--- config.mk ---
export PLATFORM = sky130hd
export DESIGN_NAME = sple_div
export DESIGN_NICKNAME = d
export VERILOG_FILES = /design/src/hw/rtl/sple_pkg.sv /design/src/hw/rtl/sple_div.sv
export SDC_FILE = /design/constraint.sdc
export NUM_CORES = 1
export LEC_CHECK = 0
export BUFFER_PORTS_ARGS = -buffer_cell sky130_fd_sc_hd__buf_2
export CAP_MARGIN = 15
export CORE_MARGIN = 2
export CORE_UTILIZATION = 55
export DETAILED_ROUTE_END_ITERATION = 12
export GPL_TIMING_DRIVEN = 1
export PLACE_DENSITY = 0.8
export SLEW_MARGIN = 20
export SYNTH_ARGS = -nofsm -noshare
export SYNTH_HDL_FRONTEND = slang
export SYNTH_SLANG_ARGS = --single-unit
export TNS_END_PERCENT = 10
--- constraint.sdc ---
create_clock -name clk_i -period 4.85 [get_ports clk_i]
set_input_delay 0 -clock clk_i [delete_from_list [all_inputs] [get_ports clk_i]]
set_output_delay 0 -clock clk_i [all_outputs]
set_load 0.03 [all_outputs]
--- src/hw/rtl/sple_pkg.sv ---
// shared types and constants of the sphere/plane level-set evaluator
package sple_pkg;

  localparam int unsigned FracBits  = 16;
  localparam int unsigned UnitBits  = 28;
  localparam int unsigned LevelBits = 16;
  localparam int unsigned SerTerms  = 14;

  localparam int unsigned CfgIdxW  = 3;
  localparam int unsigned CfgDataW = 32;

  // register indexes of the configuration port
  localparam logic [CfgIdxW-1:0] CfgPlaneX      = 3'd0;
  localparam logic [CfgIdxW-1:0] CfgPlaneY      = 3'd1;
  localparam logic [CfgIdxW-1:0] CfgPlaneZ      = 3'd2;
  localparam logic [CfgIdxW-1:0] CfgNormalX     = 3'd3;
  localparam logic [CfgIdxW-1:0] CfgNormalY     = 3'd4;
  localparam logic [CfgIdxW-1:0] CfgNormalZ     = 3'd5;
  localparam logic [CfgIdxW-1:0] CfgEpsilon     = 3'd6;
  localparam logic [CfgIdxW-1:0] CfgSphereCount = 3'd7;

  // item commands
  localparam logic CmdLoad = 1'b0;
  localparam logic CmdEval = 1'b1;

  // reset values
  localparam logic signed [31:0] NormalYReset = 32'sd1 <<< FracBits;
  localparam logic [30:0]        EpsReset     = 31'((64'd1 << FracBits) / 100);

  // divider widths and quotient lengths
  localparam int unsigned DivNumW  = 64;
  localparam int unsigned DivDenW  = 34;
  localparam int unsigned DivQW    = 34;
  localparam logic [5:0]  QbUnit   = 6'd29;
  localparam logic [5:0]  QbExp    = 6'd20;
  localparam logic [5:0]  QbSeries = 6'd33;
  localparam logic [5:0]  QbLevel  = 6'd17;

  typedef struct packed {
    logic               start;
    logic [DivNumW-1:0] num;
    logic [DivDenW-1:0] den;
    logic [5:0]         qbits;
  } div_req_t;

  typedef struct packed {
    logic        start;
    logic [63:0] radicand;
  } sqrt_req_t;

  typedef enum logic [4:0] {
    ST_IDLE,
    ST_SPH_RD,
    ST_SPH_DIFF,
    ST_NORM_LOAD,
    ST_SQ_MUL,
    ST_SQ_ACC,
    ST_SQRT_GO,
    ST_SQRT_WAIT,
    ST_UNIT_GO,
    ST_UNIT_WAIT,
    ST_DOT_MUL,
    ST_DOT_ACC,
    ST_PLANE_DONE,
    ST_EXP_START,
    ST_EXP_GO,
    ST_EXP_WAIT,
    ST_SER_INIT,
    ST_SER_MUL,
    ST_SER_DIV_GO,
    ST_SER_DIV_WAIT,
    ST_SER_END,
    ST_POW_MUL,
    ST_POW_ACC,
    ST_LVL_GO,
    ST_LVL_WAIT,
    ST_OUT
  } state_e;

endpackage

--- src/hw/rtl/sple_div.sv ---
// restoring divider, one quotient bit per cycle
module sple_div
  import sple_pkg::*;
(
  input  logic             clk_i,
  input  logic             rst_ni,
  input  div_req_t         req_i,
  output logic             done_o,
  output logic [DivQW-1:0] quot_o
);

  logic [DivDenW-1:0] rem_q;
  logic [DivDenW-1:0] den_q;
  logic [DivNumW-1:0] sh_q;
  logic [DivQW-1:0]   quot_q;
  logic [5:0]         cnt_q;
  logic               busy_q;
  logic               done_q;

  logic [DivDenW:0]   trial;
  logic               ge;

  assign trial = {rem_q, sh_q[DivNumW-1]};
  assign ge    = trial >= {1'b0, den_q};

  always_ff @(posedge clk_i or negedge rst_ni) begin
    if (!rst_ni) begin
      busy_q <= 1'b0;
      done_q <= 1'b0;
      cnt_q  <= '0;
    end else begin
      done_q <= 1'b0;
      if (req_i.start) begin
        busy_q <= 1'b1;
        cnt_q  <= req_i.qbits;
      end else if (busy_q) begin
        cnt_q <= cnt_q - 6'd1;
        if (cnt_q == 6'd1) begin
          busy_q <= 1'b0;
          done_q <= 1'b1;
        end
      end
    end
  end

  always_ff @(posedge clk_i) begin
    if (req_i.start) begin
      rem_q  <= DivDenW'(req_i.num >> req_i.qbits);
      sh_q   <= req_i.num << (7'd64 - {1'b0, req_i.qbits});
      den_q  <= req_i.den;
      quot_q <= '0;
    end else if (busy_q) begin
      rem_q  <= ge ? DivDenW'(trial - {1'b0, den_q}) : trial[DivDenW-1:0];
      sh_q   <= sh_q << 1;
      quot_q <= {quot_q[DivQW-2:0], ge};
    end
  end

  assign done_o = done_q;
  assign quot_o = quot_q;

endmodule

* Word-level counts from Yosys, hierarchy flattened
Index checks and enable logic that the tools add are counted.
** Word-level totals
- Register bits after elaboration :: 174
- Bits in latches :: 0
- Memory bits (writable) :: 0
- Bits in read-only memories :: 0
- Input bits :: 107
- Word-level logic and storage cells :: 28
- Memories kept :: 0
** Cells by class
- Add/sub/neg operators :: 3
- Multipliers :: 0
- Divide/modulo/power cells :: 0
- Magnitude comparators :: 1
- Equality and inequality tests :: 1
- Shifts and indexed selects :: 2
- Muxes and demuxes :: 13
- Bitwise operators :: 0
- Reduce and logical (&&, ||, !) cells :: 1
** Operator list (number)
- two-way mux 64 bit :: 2
- two-way mux 34 bit :: 3
- left shift 64 x 7 -> 64 bit :: 1
- right shift 64 x 6 -> 34 bit :: 1
- greater-or-equal comparator 35 x 34 -> 1 bit :: 1
- subtractor 34 bit :: 1
- two-way mux 6 bit :: 2
- subtractor 7 x 6 -> 7 bit (first input constant) :: 1
- equality test 6 x 1 -> 1 bit (second input constant) :: 1
- two-way mux 1 bit :: 6
- subtractor 6 x 1 -> 6 bit (second input constant) :: 1
- nonzero test 2 bit :: 1

* Logic depth before layout (Yosys ltp)
- Depth in word-level cells :: 4
- Gate-level depth with buffers :: 16
- Gate-level depth less buffers :: 12

* Worst setup path before layout
No wires, ideal clock.
- Path type :: register -> register
- Start :: register busy_q
- End :: register rem_q[0], enable pin
- Setup time :: 451 ps
- Data arrival time :: 3346 ps
- Required time :: 4399 ps
- Slack :: 1053 ps
- Cell stages (with the launch flop) :: 6
- Period minus slack after synthesis :: 3797 ps
- Cell sequence :: dfrtp_1 -> clkbuf_1 -> clkbuf_1 -> buf_1 -> nor2_1 -> inv_1
** On the way
- Cells in the longest elaborated chain, start to end :: 1
** Ends and longest elaborated chain
- start: declaration :: line sple_div.sv:17 : logic busy_q;
- start signal: assignment :: line sple_div.sv:28 : busy_q <= 1'b0;
- start signal: assignment :: line sple_div.sv:34 : busy_q <= 1'b1;
- start signal: assignment :: line sple_div.sv:39 : busy_q <= 1'b0;
- nonzero test 2 bit (no line)
- end signal: assignment :: line sple_div.sv:48 : rem_q <= DivDenW'(req_i.num >> req_i.qbits);
- end signal: assignment :: line sple_div.sv:53 : rem_q <= ge ? DivDenW'(trial - {1'b0, den_q}) : trial[DivDenW-1:0];
- end: declaration :: line sple_div.sv:12 : logic [DivDenW-1:0] rem_q;
Every way passes these cells.
A chain may end at the register's enable or synchronous reset.

* Worst setup path after layout
- Start :: register rem_q[7]
- End :: register rem_q[24] (data pin)
** On the way
- Cells in the longest elaborated chain, start to end :: 4
- Elaborated cells between the ends (all ways) :: 5
- Those cells by class :: 1 x add/sub; 1 x order compare; 3 x mux
** Ends and longest elaborated chain
- subtractor 34 bit or greater-or-equal comparator 35 x 34 -> 1 bit (tied branches) :: line sple_div.sv:53, sple_div.sv:24
- two-way mux 34 bit (*) :: line sple_div.sv:53
- two-way mux 34 bit (*) :: line sple_div.sv:52 : end else if (busy_q) begin
- two-way mux 34 bit (*) :: line sple_div.sv:47 : if (req_i.start) begin
Mark *: on every way between the ends. The rest lies on a longest branch, timed or not. The select of a mux whose other input is x is not followed.

==> results.json <==
{
  "cp-start-kind": "flip-flop",
  "synth_cell_type_count": 69,
  "r2r.worst_path.cells": 10,
  "cpLargestDelayFamily": "compound AO/OA/AOI/OAI gates",
  "place_inst": 2097,
  "post-dp-hpwl_um": 35200,
  "grt_pass1_wl_um": 73700,
  "gr-total-overflow": 0,
  "grt_pass1_vias": 13134,
  "grt_antenna_before_repair": 0,
  "globalplace.congestion": 1.14,
  "peakVddDrop_uv": 279,
  "yosys_warnings": 0,
  "critical_path.reg2reg.startpoint": "rem_q[7]$_DFFE_PP_",
  "num-nets-final": 1922,
  "hp-class": "input pin to flip-flop",
  "tightest_slew_ns": 1.05,
  "yosysTopAreaCellShare_pct": 25.2,
  "critPathCaptureType": "flip-flop",
  "crit_fanout": 37,
  "drt-total-wl_um": 47100,
  "synth_edf_count": 132,
  "r2r_end": "rem_q[24]$_DFFE_PP_",
  "async_flop_share_pct": 4.60,
  "drive_gt1_share_pct": 20.7,
  "max_freq_mhz": 251,
  "grt_usage_pct": 31.1,
  "whs_endpoint": "cnt_q[0]$_DFFE_PN0P_",
  "worstPathArrival_ns": 4.16,
  "clock_skew_ns": 0.0119,
  "power.density_mw_per_mm2": 384,
  "slowest_delay_ns": 0.80,
  "antenna_left": 0,
  "top_level_ports": 142,
  "rows": 61,
  "p_leak_nw": 7.48,
  "cts_sinks": 174,
  "post_cts_buffers": 0,
  "path_class": "flip-flop to flip-flop",
  "synth_largest_area_cell": "edfxtp_1",
  "synth_area_leaders": "edfxtp_1, mux4_2, mux2i_1",
  "min_period_ns": 3.98,
  "hold_depth": 3,
  "drt_pre_antenna_iters": 5,
  "die_area_mm2": 0.0300,
  "cts-root-buf": "clkbuf_16",
  "crit_path_cell_trace": "ha_1 -> a21o_1 -> a21o_1 -> a221oi_1 -> a21oi_2 -> and3_1 -> nor2_1 -> o41a_2 -> nor2_1 -> a221o_1",
  "clockBufferDepth": 2,
  "core_area_mm2": 0.0280,
  "tns_ns": 0,
  "crit_buf_inv": 0,
  "regToRegSetupSlack_ns": 0.87,
  "start_util_pct": 56.3,
  "maxCapViolCount": 0,
  "hold_start": "req_i[0]",
  "vias_per_cell": 6.52,
  "setup_viol": 0,
  "synth_area_per_cell_um2": 9.37,
  "finalMaxSlewViolations": 0,
  "htreeDepth": 4,
  "fp.dieW_um": 173,
  "ys_ff_latch": 174,
  "status": "complete, no violations",
  "dieHeight_um": 173,
  "netlist_area_mm2": 0.0158,
  "slew_headroom_pct": 30.2,
  "drc_errors": 0,
  "stdcell_count": 2169,
  "ys_seq_area_share_pct": 30.7,
  "crit_slowest_cell": "o41a_2",
  "synth_flop_cell": "edfxtp_1",
  "clk_latency_ns": 0.44,
  "cts.clk_slew.worst_paths_ns": 0.07,
  "cts_buffers": 17,
  "syn2layout_area_growth_pct": 12.0,
  "min_period_over_period_pct": 82.0,
  "syn_nets": 1827,
  "rsz0062_at_grt": "false",
  "syn-instance-count": 1682,
  "dr.first_iter.drc_count": 1848,
  "via_count": 14135,
  "port_buffers": 141,
  "cp.required_ns": 5.03,
  "avgRoutedWirePerCell_um": 21.7,
  "cts_tree": "done",
  "yosysMostFrequentCell": "nand2_1",
  "hold_viol": 0,
  "crit_cells": 10,
  "grt_start_max_net_pins": 97,
  "ys_top_cells_by_count": "nand2_1, nor2_1, mux2i_1",
  "cts_resized": 0
}
worst min-delay path: cells and delay by family:
kind	cells	cell delay, ns
AOI/OAI and AO/OA	1	0.08
buffers and inverters	1	0.24
and+or+nand+nor	1	0.10
cells by family (layout without fill, tap and decap cells):
| group | count (synthesis) | count (layout) | share of synthesized area (%) |
|---|---|---|---|
| AOI/OAI and AO/OA | 420 | 420 | 17.0 |
| xor gates and xnor gates | 40 | 40 | 2.22 |
| adders and majority gates | 38 | 38 | 3.06 |
| buffers and inverters | 226 | 334 | 5.80 |
| DFF | 174 | 174 | 30.7 |
| muxes | 304 | 304 | 27.9 |
| other | 0 | 1 | 0 |
| and+or+nand+nor | 480 | 480 | 13.2 |
layer usage:
| layer | vias up | wire length (um) | share of wire [%] | global-route usage (%) |
|---|---|---|---|---|
| li1 | 6493 | - | - | - |
| met1 | 6684 | 20300 | 43 | 46.2 |
| met2 | 874 | 20500 | 43 | 45.9 |
| met3 | 84 | 5150 | 11 | 6.21 |
| met4 | 0 | 1190 | 2.5 | 9.50 |
| met5 | - | 0 | 0 | 0 |
area by class of cell:
| type | instances | area, um^2 |
|---|---|---|
| Multi-Input combinational cell | 1282 | 10100 |
| Fill cell | 2350 | 10400 |
| Timing Repair Buffer | 207 | 1330 |
| Sequential cell | 174 | 4850 |
| Clock inverter | 15 | 150 |
| Tap cell | 378 | 473 |
| Clock buffer | 17 | 425 |
| Inverter | 95 | 358 |
| Antenna cell | 1 | 2.50 |
sequential cells by signal, indices dropped and copies added, names as in the netlist:
signal	count
done_o	1
quot_o	34
sh_q	64
rem_q	34
cnt_q	6
busy_q	1
den_q	34
report_power, final:
| group | switching [mW] | total [mW] | internal (mW) |
|---|---|---|---|
| combinational | 1.91 | 3.31 | 1.40 |
| sequential | 0.155 | 2.10 | 1.95 |
| clock | 0.641 | 1.37 | 0.727 |
worst max path at each step:
| stage | from | to |
|---|---|---|
| 3_3_place_gp | rem_q[7]$_DFFE_PP_ | rem_q[9]$_DFFE_PP_ |
| 2_1_floorplan | busy_q$_DFF_PN0_ | rem_q[0]$_DFFE_PP_ |
| 3_5_place_dp | rem_q[7]$_DFFE_PP_ | rem_q[29]$_DFFE_PP_ |
| 4_1_cts | rem_q[7]$_DFFE_PP_ | rem_q[24]$_DFFE_PP_ |
| 6_report | rem_q[7]$_DFFE_PP_ | rem_q[24]$_DFFE_PP_ |
| 5_1_grt | rem_q[7]$_DFFE_PP_ | rem_q[24]$_DFFE_PP_ |
timing repair:
item,CTS,global route
hold buffers,39,0
endpoints found under the setup margin,0,0
hold endpoints to repair,45,0
cells in the final DEF, fill, tap and decap left out, types with 27 or more instances in the layout:
cell type / Yosys / layout
nand2b_1: 36 / 36
dfxtp_1: 34 / 34
a21oi_1: 115 / 115
mux4_2: 104 / 104
dlygate4sd3_1: 0 / 39
o21ai_0: 98 / 98
nor2_1: 172 / 172
buf_4: 8 / 27
ha_1: 37 / 36
nand2_1: 186 / 186
o22ai_1: 43 / 43
inv_1: 94 / 93
o221ai_1: 39 / 39
edfxtp_1: 132 / 132
buf_2: 16 / 138
mux2_2: 44 / 44
mux2i_1: 156 / 156
metrics by stage:
stage               util [%]  power (mW)  setup slack (ns)  hold slack (ns)  area (um^2)
floorplan                  -        4.54              1.05           -0.296        15800
global placement        59.5        5.25              1.05           -0.151        16700
detailed placement      59.5        5.32             0.941           -0.144        16700
CTS                     63.0        6.72             0.946           0.0533        17600
global route            63.0        7.17             0.685           0.0880        17600
finish                  63.0        6.78             0.872           0.0597        17600
No activity file was read; power rests on OpenSTA's default activity.
