[src/hw/rtl/sple_pkg.sv]
// shared types and constants of the sphere/plane level-set evaluator
package sple_pkg;

  localparam int unsigned FracBits  = 16;
  localparam int unsigned UnitBits  = 28;
  localparam int unsigned LevelBits = 16;
  localparam int unsigned SerTerms  = 14;

  localparam int unsigned CfgIdxW  = 3;
  localparam int unsigned CfgDataW = 32;

  // register indexes of the configuration port
  localparam logic [CfgIdxW-1:0] CfgPlaneX      = 3'd0;
  localparam logic [CfgIdxW-1:0] CfgPlaneY      = 3'd1;
  localparam logic [CfgIdxW-1:0] CfgPlaneZ      = 3'd2;
  localparam logic [CfgIdxW-1:0] CfgNormalX     = 3'd3;
  localparam logic [CfgIdxW-1:0] CfgNormalY     = 3'd4;
  localparam logic [CfgIdxW-1:0] CfgNormalZ     = 3'd5;
  localparam logic [CfgIdxW-1:0] CfgEpsilon     = 3'd6;
  localparam logic [CfgIdxW-1:0] CfgSphereCount = 3'd7;

  // item commands
  localparam logic CmdLoad = 1'b0;
  localparam logic CmdEval = 1'b1;

  // reset values
  localparam logic signed [31:0] NormalYReset = 32'sd1 <<< FracBits;
  localparam logic [30:0]        EpsReset     = 31'((64'd1 << FracBits) / 100);

  // divider widths and quotient lengths
  localparam int unsigned DivNumW  = 64;
  localparam int unsigned DivDenW  = 34;
  localparam int unsigned DivQW    = 34;
  localparam logic [5:0]  QbUnit   = 6'd29;
  localparam logic [5:0]  QbExp    = 6'd20;
  localparam logic [5:0]  QbSeries = 6'd33;
  localparam logic [5:0]  QbLevel  = 6'd17;

  typedef struct packed {
    logic               start;
    logic [DivNumW-1:0] num;
    logic [DivDenW-1:0] den;
    logic [5:0]         qbits;
  } div_req_t;

  typedef struct packed {
    logic        start;
    logic [63:0] radicand;
  } sqrt_req_t;

  typedef enum logic [4:0] {
    ST_IDLE,
    ST_SPH_RD,
    ST_SPH_DIFF,
    ST_NORM_LOAD,
    ST_SQ_MUL,
    ST_SQ_ACC,
    ST_SQRT_GO,
    ST_SQRT_WAIT,
    ST_UNIT_GO,
    ST_UNIT_WAIT,
    ST_DOT_MUL,
    ST_DOT_ACC,
    ST_PLANE_DONE,
    ST_EXP_START,
    ST_EXP_GO,
    ST_EXP_WAIT,
    ST_SER_INIT,
    ST_SER_MUL,
    ST_SER_DIV_GO,
    ST_SER_DIV_WAIT,
    ST_SER_END,
    ST_POW_MUL,
    ST_POW_ACC,
    ST_LVL_GO,
    ST_LVL_WAIT,
    ST_OUT
  } state_e;

endpackage

[src/hw/rtl/sple_sqrt.sv]
// floor square root of a 64-bit value, one root bit per cycle
module sple_sqrt
  import sple_pkg::*;
(
  input  logic        clk_i,
  input  logic        rst_ni,
  input  sqrt_req_t   req_i,
  output logic        done_o,
  output logic [31:0] root_o
);

  logic [63:0] rad_q;
  logic [32:0] rem_q;
  logic [31:0] root_q;
  logic [5:0]  cnt_q;
  logic        busy_q;
  logic        done_q;

  logic [34:0] r2;
  logic [34:0] trial;
  logic        ge;

  assign r2    = {rem_q, rad_q[63:62]};
  assign trial = {1'b0, root_q, 2'b01};
  assign ge    = r2 >= trial;

  always_ff @(posedge clk_i or negedge rst_ni) begin
    if (!rst_ni) begin
      busy_q <= 1'b0;
      done_q <= 1'b0;
      cnt_q  <= '0;
    end else begin
      done_q <= 1'b0;
      if (req_i.start) begin
        busy_q <= 1'b1;
        cnt_q  <= 6'd32;
      end else if (busy_q) begin
        cnt_q <= cnt_q - 6'd1;
        if (cnt_q == 6'd1) begin
          busy_q <= 1'b0;
          done_q <= 1'b1;
        end
      end
    end
  end

  always_ff @(posedge clk_i) begin
    if (req_i.start) begin
      rad_q  <= req_i.radicand;
      rem_q  <= '0;
      root_q <= '0;
    end else if (busy_q) begin
      rad_q  <= rad_q << 2;
      rem_q  <= ge ? 33'(r2 - trial) : r2[32:0];
      root_q <= {root_q[30:0], ge};
    end
  end

  assign done_o = done_q;
  assign root_o = root_q;

endmodule

[config.mk]
export PLATFORM = sky130hd
export DESIGN_NAME = sple_sqrt
export DESIGN_NICKNAME = d
export VERILOG_FILES = /design/src/hw/rtl/sple_pkg.sv /design/src/hw/rtl/sple_sqrt.sv
export SDC_FILE = /design/constraint.sdc
export NUM_CORES = 1
export LEC_CHECK = 0
export BUFFER_PORTS_ARGS = -buffer_cell sky130_fd_sc_hd__buf_2
export CORE_AREA = 5 5 126 128
export DETAILED_ROUTE_END_ITERATION = 12
export DIE_AREA = 0 0 131 133
export HOLD_SLACK_MARGIN = 0.06
export MAX_ROUTING_LAYER = met4
export PLACE_DENSITY = 0.73
export SETUP_SLACK_MARGIN = 0.05
export SYNTH_ARGS = -nofsm -noshare
export SYNTH_HDL_FRONTEND = slang
export SYNTH_SLANG_ARGS = --single-unit
[constraint.sdc]
create_clock -name clk_i -period 3.4 [get_ports clk_i]
set_input_delay 0.68 -clock clk_i [delete_from_list [all_inputs] [get_ports clk_i]]
set_output_delay 0.68 -clock clk_i [all_outputs]
set_load 0.03 [all_outputs]
### After elaboration in Yosys (flattened, before gate mapping)

Index checks and enable logic that the tools add are counted.
W data, S select, Z words.

| storage, ports and cells | value |
|---|---|
| register bits | 137 |
| input bits | 67 |
| word-level logic and storage cells | 22 |

| cells by class | value |
|---|---|
| add/sub/neg operators | 2 |
| $lt $le $gt $ge | 1 |
| equal/unequal tests | 1 |
| muxes and demuxes | 11 |
| reduce and logical (&&, ||, !) cells | 1 |

Operators by type and width:

| kind | count |
|---|---|
| $mux W64 | 2 |
| $ge A35 B34 Y1 | 1 |
| $mux W33 | 1 |
| $sub A33 B33 Y33 | 1 |
| $mux W6 | 2 |
| $eq A6 B1 Y1 const B | 1 |
| $mux W1 | 6 |
| $sub A6 B1 Y6 const B | 1 |
| $reduce_bool A2 Y1 | 1 |

### Depth between registers and ports, before layout

Gate-level depths: netlist of run 1.

| logic depth | value |
|---|---|
| depth in word-level cells | 4 |
| mapped depth | 13 |

### Least setup slack after synthesis of run 1

Ideal clock, no wire load.

| path | value |
|---|---|
| path kind | input-to-reg |
| start | input req_i[64] in the netlist's numbering |
| end | register rad_q[0], enable pin |
| setup time | 418 ps |
| arrival time | 2561 ps |
| slack | 421 ps |
| cell stages on the path | 4 |
| buffers on the path | 2 |
| path through | clkbuf_1 nor2_1 clkbuf_1 inv_1 |

| between the ends | value |
|---|---|
| word-level cells in the longest chain between the ends | 1 |

Ends and longest elaborated chain:

| what | line | RTL |
|---|---|---|
| start, declared | sple_sqrt.sv:7 | `input sqrt_req_t req_i,` |
| $reduce_bool A2 Y1 (no line) | - |  |
| end signal, assigned | sple_sqrt.sv:49 | `rad_q <= req_i.radicand;` |
| end signal, assigned | sple_sqrt.sv:53 | `rad_q <= rad_q << 2;` |
| end, declared | sple_sqrt.sv:12 | `logic [63:0] rad_q;` |

No other way between the ends.
A chain may end at the register's enable or synchronous reset.

### Worst setup path in the final report of run 1

| path | value |
|---|---|
| start | register root_q[20] (netlist: root_o[20]) |
| end | register rem_q[20] |

| between the ends | value |
|---|---|
| word-level cells in the longest chain between the ends | 2 |

Ends and longest elaborated chain:

| what | line | RTL |
|---|---|---|
| start, declared | sple_sqrt.sv:14 | `logic [31:0] root_q;` |
| start signal, assigned | sple_sqrt.sv:55 | `root_q <= {root_q[30:0], ge};` |
| $ge A35 B34 Y1 | sple_sqrt.sv:25 | `assign ge = r2 >= trial;` |
| $mux W33 | sple_sqrt.sv:54 | `rem_q <= ge ? 33'(r2 - trial) : r2[32:0];` |
| end signal, assigned | sple_sqrt.sv:54 |  |
| end, declared | sple_sqrt.sv:13 | `logic [32:0] rem_q;` |

No other way between the ends.

==> flow_metrics.tcl, run 1 <==
set metrics [dict create \
    skew_ns 0.0137 \
    synthArstFlopShare_pct 5.84 \
    critical_path_arrival_ns 3.28 \
    yosysWarnings 0 \
    row_count 45 \
    htreeDepth 4 \
    path_clk_slew_ns 0.06 \
    hold_violations 0 \
    totalWireLength_um 15800 \
    initial_utilization_pct 51.4 \
    worst_slew_pin_slew_ns 0.770 \
    crit_path_end_kind "register" \
    insertion_delay_ns 0.42 \
    syn-num-nets 848 \
    die_h_um 133 \
    port_buffers 99 \
    cts_inserted_buffers 17 \
    grt_max_degree 64 \
    reg2reg_slack_ns 0.40 \
    firstDrtPassIters 4 \
    areaGrowthSynthToFinish_pct 16.7 \
    finalCritPeriodShare_pct 88.2 \
    slew_violations 0 \
    grt_pass1_wl_um 26500 \
    post_cts_buffers 0 \
    grt_pass1_vias 5586 \
    postSynthCellCount 745 \
    synth.distinct_cells 60 \
    grt_antenna_before_repair 0 \
    die_w_um 131 \
    status "finished clean" \
    drive_gt1_share_pct 25.2 \
    nets 932 \
    clock-sinks 137 \
    die-area_um2 17400 \
    cts_root_buf "clkbuf_16" \
    coreArea_um2 14800 \
    path_max_fanout 17 \
    cp-start-kind "register" \
    clk_path_buf_depth 2 \
    dp_slack_ns 0.422 \
    rsz0062_at_grt "false" \
    worstReg2RegEnd "rem_q[20]" \
    drt_iter0_drc 286 \
    ant_nets 0 \
    hold_buffers 0 \
    cap_violations 0 \
    dpl.hpwl_um 11300 \
    path_class "register to register" \
    grt.overflow.total 0 \
    syn_area_per_cell_um2 10.2 \
    vias 5627 \
    critPathRequiredTime_ns 3.68 \
    fin_setup_tns_ns 0 \
    synth_seq_area_share_pct 45.2 \
    ys.flop_type "dfxtp_1" \
    p_per_area_nw_per_um2 864 \
    rr_worst_depth 11 \
    p_leak_nw 3.92 \
    cts_tree "done" \
    hp-class "primary input to asynchronous set/reset pin" \
    wl_per_cell_um 15.3 \
    fmax_mhz 333 \
    timing.hold.ws_ns 0.0879 \
    drc 0 \
    worst_slack_ns 0.400 \
    grt_use_total_pct 19.5 \
    peakVddDrop_mv 0.566 \
    finalSetupViolations 0 \
    gp_congestion 0.922 \
    netlist_area_um2 7580 \
    io_pins 100 \
    synth_edf_count 64 \
    reg2reg_from "root_o[20]" \
    ys_seq_elements 137 \
    period_needed_ns 3.00 \
    diodes 0 \
    viasPerCell 5.46 \
    slew_headroom_pct 48.6 \
    post_cts_resized 0 \
]
==> state kept, by name, summed over array words and instances (netlist names) <==
signal and count:
busy_q 1, done_o 1, cnt_q 6, rad_q 64, rem_q 33, root_o 32
==> routing by layer <==
| layer | track usage [%] | share of wire (%) | up-vias |
|---|---|---|---|
| li1 | - | - | 2852 |
| met4 | 4.86 | 1.1 | 0 |
| met2 | 28.5 | 46 | 126 |
| met1 | 25.5 | 46 | 2635 |
| met3 | 7.43 | 7.0 | 14 |
| met5 | - | 0 | - |
==> critical path: stages (launching register included) <==
cell      delay (ns)
dfxtp_1         0.37
inv_1           0.06
ha_1            0.37
a21o_1          0.23
a211o_1         0.28
o21ai_2         0.13
a31oi_1         0.11
nand3b_4        0.19
a31oi_4         0.50
buf_4           0.31
mux2i_1         0.23
o21ai_0         0.10
==> Yosys cell counts, drive strengths merged (2+ instances only) <==
cell    number  area share, %
xnor2       18            2.1
nand3       14           0.99
a32oi        3           0.35
dfxtp       65             17
nand4b       2           0.23
and2         5           0.41
nor3b        5           0.50
nand2       51            2.5
ha          36            5.9
a41oi        2           0.23
edfxtp      64             25
nor4         3           0.25
a21o         9           0.89
dfrtp        8            2.6
nand2b       4           0.33
nor3        10           0.66
and3         6           0.50
mux2        63            9.4
o21a         4           0.40
nor2b        5           0.41
xor2        14            1.6
a31oi        8           0.86
clkbuf      31            1.5
a211oi      19            1.9
o311ai       2           0.23
o22ai        2           0.25
a21oi       37            2.5
inv         42            2.1
nor2        84            4.2
o31ai        7           0.76
mux2i       50            6.6
o21bai       2           0.20
or3          2           0.17
buf         12           0.94
o211ai       6           0.59
o21ai       28            1.9
nand4        8           0.66
==> through the flow <==
| step | std cells | power (mW) | util [%] | cell area (µm²) |
|---|---|---|---|---|
| 6_report | 1030 | 7.64 | 59.9 | 8840 |
| 5_1_grt | 1030 | 8.19 | 59.9 | 8840 |
| 4_1_cts | 1030 | 7.67 | 59.9 | 8840 |
| 3_5_place_dp | 998 | 5.73 | 55.8 | 8230 |
| 3_3_place_gp | 998 | 5.69 | 55.8 | 8230 |
| 2_1_floorplan | 745 | 5.04 | - | 7580 |
==> final cells by class <==
class / instances / area, µm²
clock buffers: 17 / 425
clock inverters: 15 / 186
fillers: 1303 / 5910
inverters: 42 / 158
multi-input cells: 523 / 3810
flip-flops and latches: 137 / 3430
well taps: 188 / 235
repair buffers: 108 / 603
==> cell usage in the layout, fill, tap and decap left out, types with 4 or more instances in the layout <==
master,instances
dfrtp_1,7
buf_4,7
nand2_1,51
ha_1,36
nand2b_1,4
and2_1,5
a21o_1,9
o31ai_1,6
edfxtp_1,64
mux2_2,63
o211ai_1,6
xor2_1,14
inv_6,6
inv_1,41
a211oi_1,19
nor2b_1,5
nand4_1,8
buf_2,98
nor3_1,10
a31oi_1,7
dfxtp_1,65
mux2i_1,50
o21ai_0,25
a21oi_1,36
o21a_1,4
nor3b_1,5
clkbuf_16,17
xnor2_1,18
nor2_1,84
nand3_1,13
and3_1,6
==> where the power goes <==
| part | switching [mW] | leakage (nW) | internal, mW |
|---|---|---|---|
| Clock | 0.748 | 0.297 | 1.17 |
| Combinational | 1.91 | 2.32 | 1.57 |
| Sequential | 0.190 | 1.31 | 2.05 |
==> worst max-delay path by stage <==
stage	start	endpoint	slack [ns]
detailed placement	root_o[20]	rem_q[18]	0.42
global placement	root_o[20]	rem_q[18]	0.50
finish	root_o[20]	rem_q[20]	0.40
global route	root_o[20]	rem_q[17]	0.19
CTS	root_o[20]	rem_q[20]	0.38
floorplan	req_i[64]	rad_q[0]	0.42
==> logic make-up after synthesis <==
logic type / Yosys count / share of synthesized area [%]
buffers and inverters: 85 / 4.56
muxes: 113 / 16.0
DFF: 137 / 45.2
adders and majority gates: 36 / 5.95
xor gates and xnor gates: 32 / 3.70
and+or+nand+nor: 203 / 12.4
AOI/OAI and AO/OA: 139 / 12.2
(Power assumes the default switching activity.)
==> inputs of run 2 (changes only) <==
Settings changed: SKIP_CTS_REPAIR_TIMING from default to 1, SLEW_MARGIN from default to 20.
Clock period 3.4 ns to 3 ns, I/O delays scaled along.
==> flow_metrics.tcl, run 2 (same netlist as run 1, synthesis figures left out) <==
set metrics [dict create \
    status "finished clean" \
    dp_slack_ns 0.200 \
    crit_path_end_kind "register" \
    final_util_pct 60.0 \
    critPathRequiredTime_ns 3.37 \
    dpl.hpwl_um 11300 \
    clock-sinks 137 \
    clk_path_buf_depth 2 \
    drt_iter0_drc 489 \
    period_needed_ns 2.76 \
    power_mw 8.66 \
    finalCritPeriodShare_pct 91.9 \
    grt_pass1_vias 5545 \
    rsz0062_at_grt "false" \
    wl_per_cell_um 15.8 \
    grt_pass1_wl_um 27300 \
    drc 0 \
    firstDrtPassIters 5 \
    hold_violations 0 \
    fmax_mhz 363 \
    worst_slack_ns 0.244 \
    viasPerCell 5.50 \
    mostFrequentLayoutCells "buf_2 (98), nor2_1 (84), dfxtp_1 (65)" \
    final_common_cell "buf_2" \
    skew_ns 0.00747 \
    totalWireLength_um 16400 \
    cts_tree "done" \
    cts_root_buf "clkbuf_16" \
    grt.overflow.total 0 \
    path_clk_slew_ns 0.06 \
    grt_max_degree 65 \
    grt_use_total_pct 20.0 \
    p_leak_nw 3.93 \
    grt_antenna_before_repair 2 \
    worst_slew_pin_slew_ns 0.759 \
    insertion_delay_ns 0.43 \
    fin_setup_tns_ns 0 \
    die_h_um 133 \
    slew_violations 0 \
    nets 935 \
    initial_utilization_pct 51.4 \
    cp-start-kind "register" \
    largest_register "rad_q" \
    io_pins 100 \
    cap_violations 0 \
    die_w_um 131 \
    row_count 45 \
    die-area_um2 17400 \
    htreeDepth 4 \
    port_buffers 99 \
    areaGrowthSynthToFinish_pct 16.8 \
    p_per_area_nw_per_um2 978 \
    critical_path_arrival_ns 3.13 \
    path_max_fanout 15 \
    gp_congestion 0.929 \
    cts_inserted_buffers 17 \
    path_class "register to register" \
    drive_gt1_share_pct 25.7 \
    ant_nets 0 \
    slew_headroom_pct 49.3 \
    peakVddDrop_mv 0.590 \
    largest_register_ff_count 64 \
    vias 5694 \
    hp-class "primary input to register" \
    finalSetupViolations 0 \
    coreArea_um2 14800 \
]
==> run 2: power by group <==
group	leakage (nW)	internal, mW	switching (mW)
Combinational	2.32	1.76	2.18
Sequential	1.31	2.32	0.215
Clock	0.298	1.26	0.918
Total	3.93	5.35	3.31
==> run 2: final timing paths <==
| path | end | slack, ns | depth (start not counted) | startpoint |
|---|---|---|---|---|
| worst max-delay path | rem_q[24] | 0.24 | 10 | root_o[8] |
| worst min-delay path | rad_q[0] | 0.45 | 2 | req_i[0] |
| worst max register to register | rem_q[24] | 0.24 | 10 | root_o[8] |
| worst min register to register | rem_q[24] | 0.48 | 2 | rem_q[24] |
| max in group asynchronous | busy_q | 2.26 | 2 | rst_ni |
| min in group asynchronous | cnt_q[4] | 0.55 | 2 | rst_ni |
==> run 2: critical path, stage by stage (launching register included) <==
cell and delay (ns):
dfxtp_1 0.37, inv_1 0.07, ha_1 0.42, nand4_1 0.20, o31ai_2 0.43, nand3_2 0.15
nand3b_4 0.13, a31oi_4 0.09, buf_4 0.21, or4_1 0.52, nand3_1 0.09
==> run 2: final cells by class <==
cell class                 instances  area, µm²
inverter                          42        158
antenna                            2       5.00
tap                              188        235
timing repair buffer             111        603
sequential                       137       3430
fill                            1269       5900
clock inverter                    15        184
multi-input combinational        523       3810
clock buffer                      17        425
==> run 2: metal layers <==
metal	track usage, %	part of all wire [%]	vias up
li1	-	-	2861
met1	26.4	46	2672
met2	29.1	45	138
met3	6.82	6.8	23
met4	5.83	1.3	0
met5	-	0	-
==> run 2: stage by stage <==
stage	hold WS, ns	cell area (µm²)	cells
4_1_cts	-0.00233	8830	1032
3_5_place_dp	0.459	8220	1000
5_1_grt	0.440	8850	1035
3_3_place_gp	0.456	8220	1000
6_report	0.447	8850	1035
2_1_floorplan	0.304	7580	745
==> inputs of run 3 (changes only) <==
Settings changed: PLACE_DENSITY 0.73 to 0.76.
Clock period 3 ns to 2.22 ns, I/O delays scaled along.
==> flow_metrics.tcl, run 3 (same netlist as run 1, synthesis figures left out) <==
set metrics [dict create \
    reg2reg_from "root_o[20]" \
    seq_area_um2 3520 \
    row_count 45 \
    slew_headroom_pct 58.7 \
    areaGrowthSynthToFinish_pct 39.0 \
    largest_register_ff_count 64 \
    htreeDepth 4 \
    drc 0 \
    insertion_delay_ns 0.43 \
    fillers 1115 \
    worst_slew_pin_slew_ns 0.610 \
    gp_congestion 0.930 \
    die-area_um2 17400 \
    grt_antenna_before_repair 0 \
    drt_iter0_drc 400 \
    skew_ns 0.0103 \
    rsz0062_at_grt "true" \
    finalSetupViolations 32 \
    grt.overflow.total 0 \
    hold_start "req_i[0]" \
    holdPathEnd "rad_q[0]" \
    holdPathStages 2 \
    finalCritPeriodShare_pct 112 \
    critical_path_arrival_ns 2.77 \
    mostFrequentLayoutCells "buf_4 (155), buf_2 (98), nor2_1 (83)" \
    io_pins 100 \
    slew_violations 0 \
    grt_pass1_vias 6389 \
    rr_worst_depth 12 \
    drive_gt1_share_pct 46.0 \
    wl_per_cell_um 15.9 \
    period_needed_ns 2.50 \
    peakVddDrop_mv 0.793 \
    critPathRequiredTime_ns 2.50 \
    grt_pass1_wl_um 29800 \
    path_clk_slew_ns 0.06 \
    fmax_mhz 401 \
    violations "setup timing" \
    hold_violations 0 \
    port_buffers 99 \
    nets 1085 \
    cap_violations 0 \
    multi_input_area_um2 4240 \
    final_util_pct 71.4 \
    fin_area_um2 10500 \
    diodes 0 \
    p_leak_nw 4.76 \
    die_w_um 131 \
    viasPerCell 5.43 \
    placed_area_um2 9620 \
    p_per_area_nw_per_um2 1340 \
    dpl.cell_count 1145 \
    vias 6413 \
    grt_use_total_pct 21.8 \
    firstDrtPassIters 5 \
    status "finished with violations" \
    path_class "register to register" \
    dpl.hpwl_um 13400 \
    cts_inserted_buffers 17 \
    worst_slack_ns -0.276 \
    cts_root_buf "clkbuf_16" \
    coreArea_um2 14800 \
    fin_cells 1182 \
    reg2reg_slack_ns -0.28 \
    grt_max_degree 61 \
    ant_nets 0 \
    clk_path_buf_depth 2 \
    totalWireLength_um 18800 \
    worstReg2RegEnd "rem_q[15]" \
    final_common_cell "buf_4" \
    cp-start-kind "register" \
    clock-sinks 137 \
    die_h_um 133 \
    crit_path_end_kind "register" \
    initial_utilization_pct 51.4 \
    path_max_fanout 7 \
    fin_setup_tns_ns -6.58 \
    cts_tree "done" \
    power_mw 14.1 \
    largest_register "rad_q" \
    hp-class "primary input to register" \
]
==> run 3: cell count changes in the layout (fill, tap and decap cells not counted), sizes merged <==
cell / before / now
diode: 2 / 0
buf: 110 / 259
clkbuf: 17 / 18
clkinvlp: 1 / 2
inv: 51 / 49
==> run 3: worst max path at each step <==
stage | start | endpoint | slack [ns] | cells after the start
2_1_floorplan | root_o[18] | rem_q[29] | -0.09 | 12
3_3_place_gp | rem_q[20] | rem_q[23] | -0.26 | 10
3_5_place_dp | root_o[6] | rem_q[24] | -0.29 | 11
4_1_cts | root_o[6] | rem_q[24] | -0.33 | 11
5_1_grt | root_o[20] | rem_q[18] | -0.36 | 12
6_report | root_o[20] | rem_q[15] | -0.28 | 12
==> run 3: stage by stage <==
step	worst slack [ns]	hold WS (ns)
final	-0.276	0.296
after global routing	-0.365	0.298
after CTS	-0.332	-0.162
after detailed placement	-0.287	0.292
after global placement	-0.262	0.293
after floorplan	-0.0866	0.148
==> run 3: critical path: stages (launching register included) <==
cell      delay (ns)
dfxtp_4         0.34
inv_2           0.04
ha_4            0.22
a21o_1          0.19
a211o_1         0.30
o21ai_2         0.16
a31oi_1         0.10
nand3b_4        0.18
a31oi_4         0.21
buf_12          0.16
buf_12          0.14
mux2i_4         0.22
a211oi_1        0.09
==> run 3: final cells by class <==
cell class / count / area share (%)
multi-input combinational: 523 / 40.3
clock inverter: 14 / 1.50
inverter: 42 / 1.53
clock buffer: 17 / 4.04
sequential: 137 / 33.4
timing repair buffer: 261 / 17.0
tap: 188 / 2.23
==> run 3: metal layers <==
metal / track usage [%] / vias up / share of wire [%] / wire length [µm]
met1: 26.8 / 3035 / 43 / 8020
met4: 6.63 / 0 / 2.1 / 386
met2: 34.4 / 181 / 48 / 9080
li1: - / 3157 / - / -
met5: - / - / 0 / 0
met3: 6.86 / 40 / 6.8 / 1290
==> run 3: where the power goes <==
group / total, mW / internal [mW] / switching, mW
clock: 2.84 / 1.67 / 1.16
combinational: 7.90 / 4.09 / 3.81
sequential: 3.40 / 3.13 / 0.278
total: 14.1 / 8.89 / 5.26
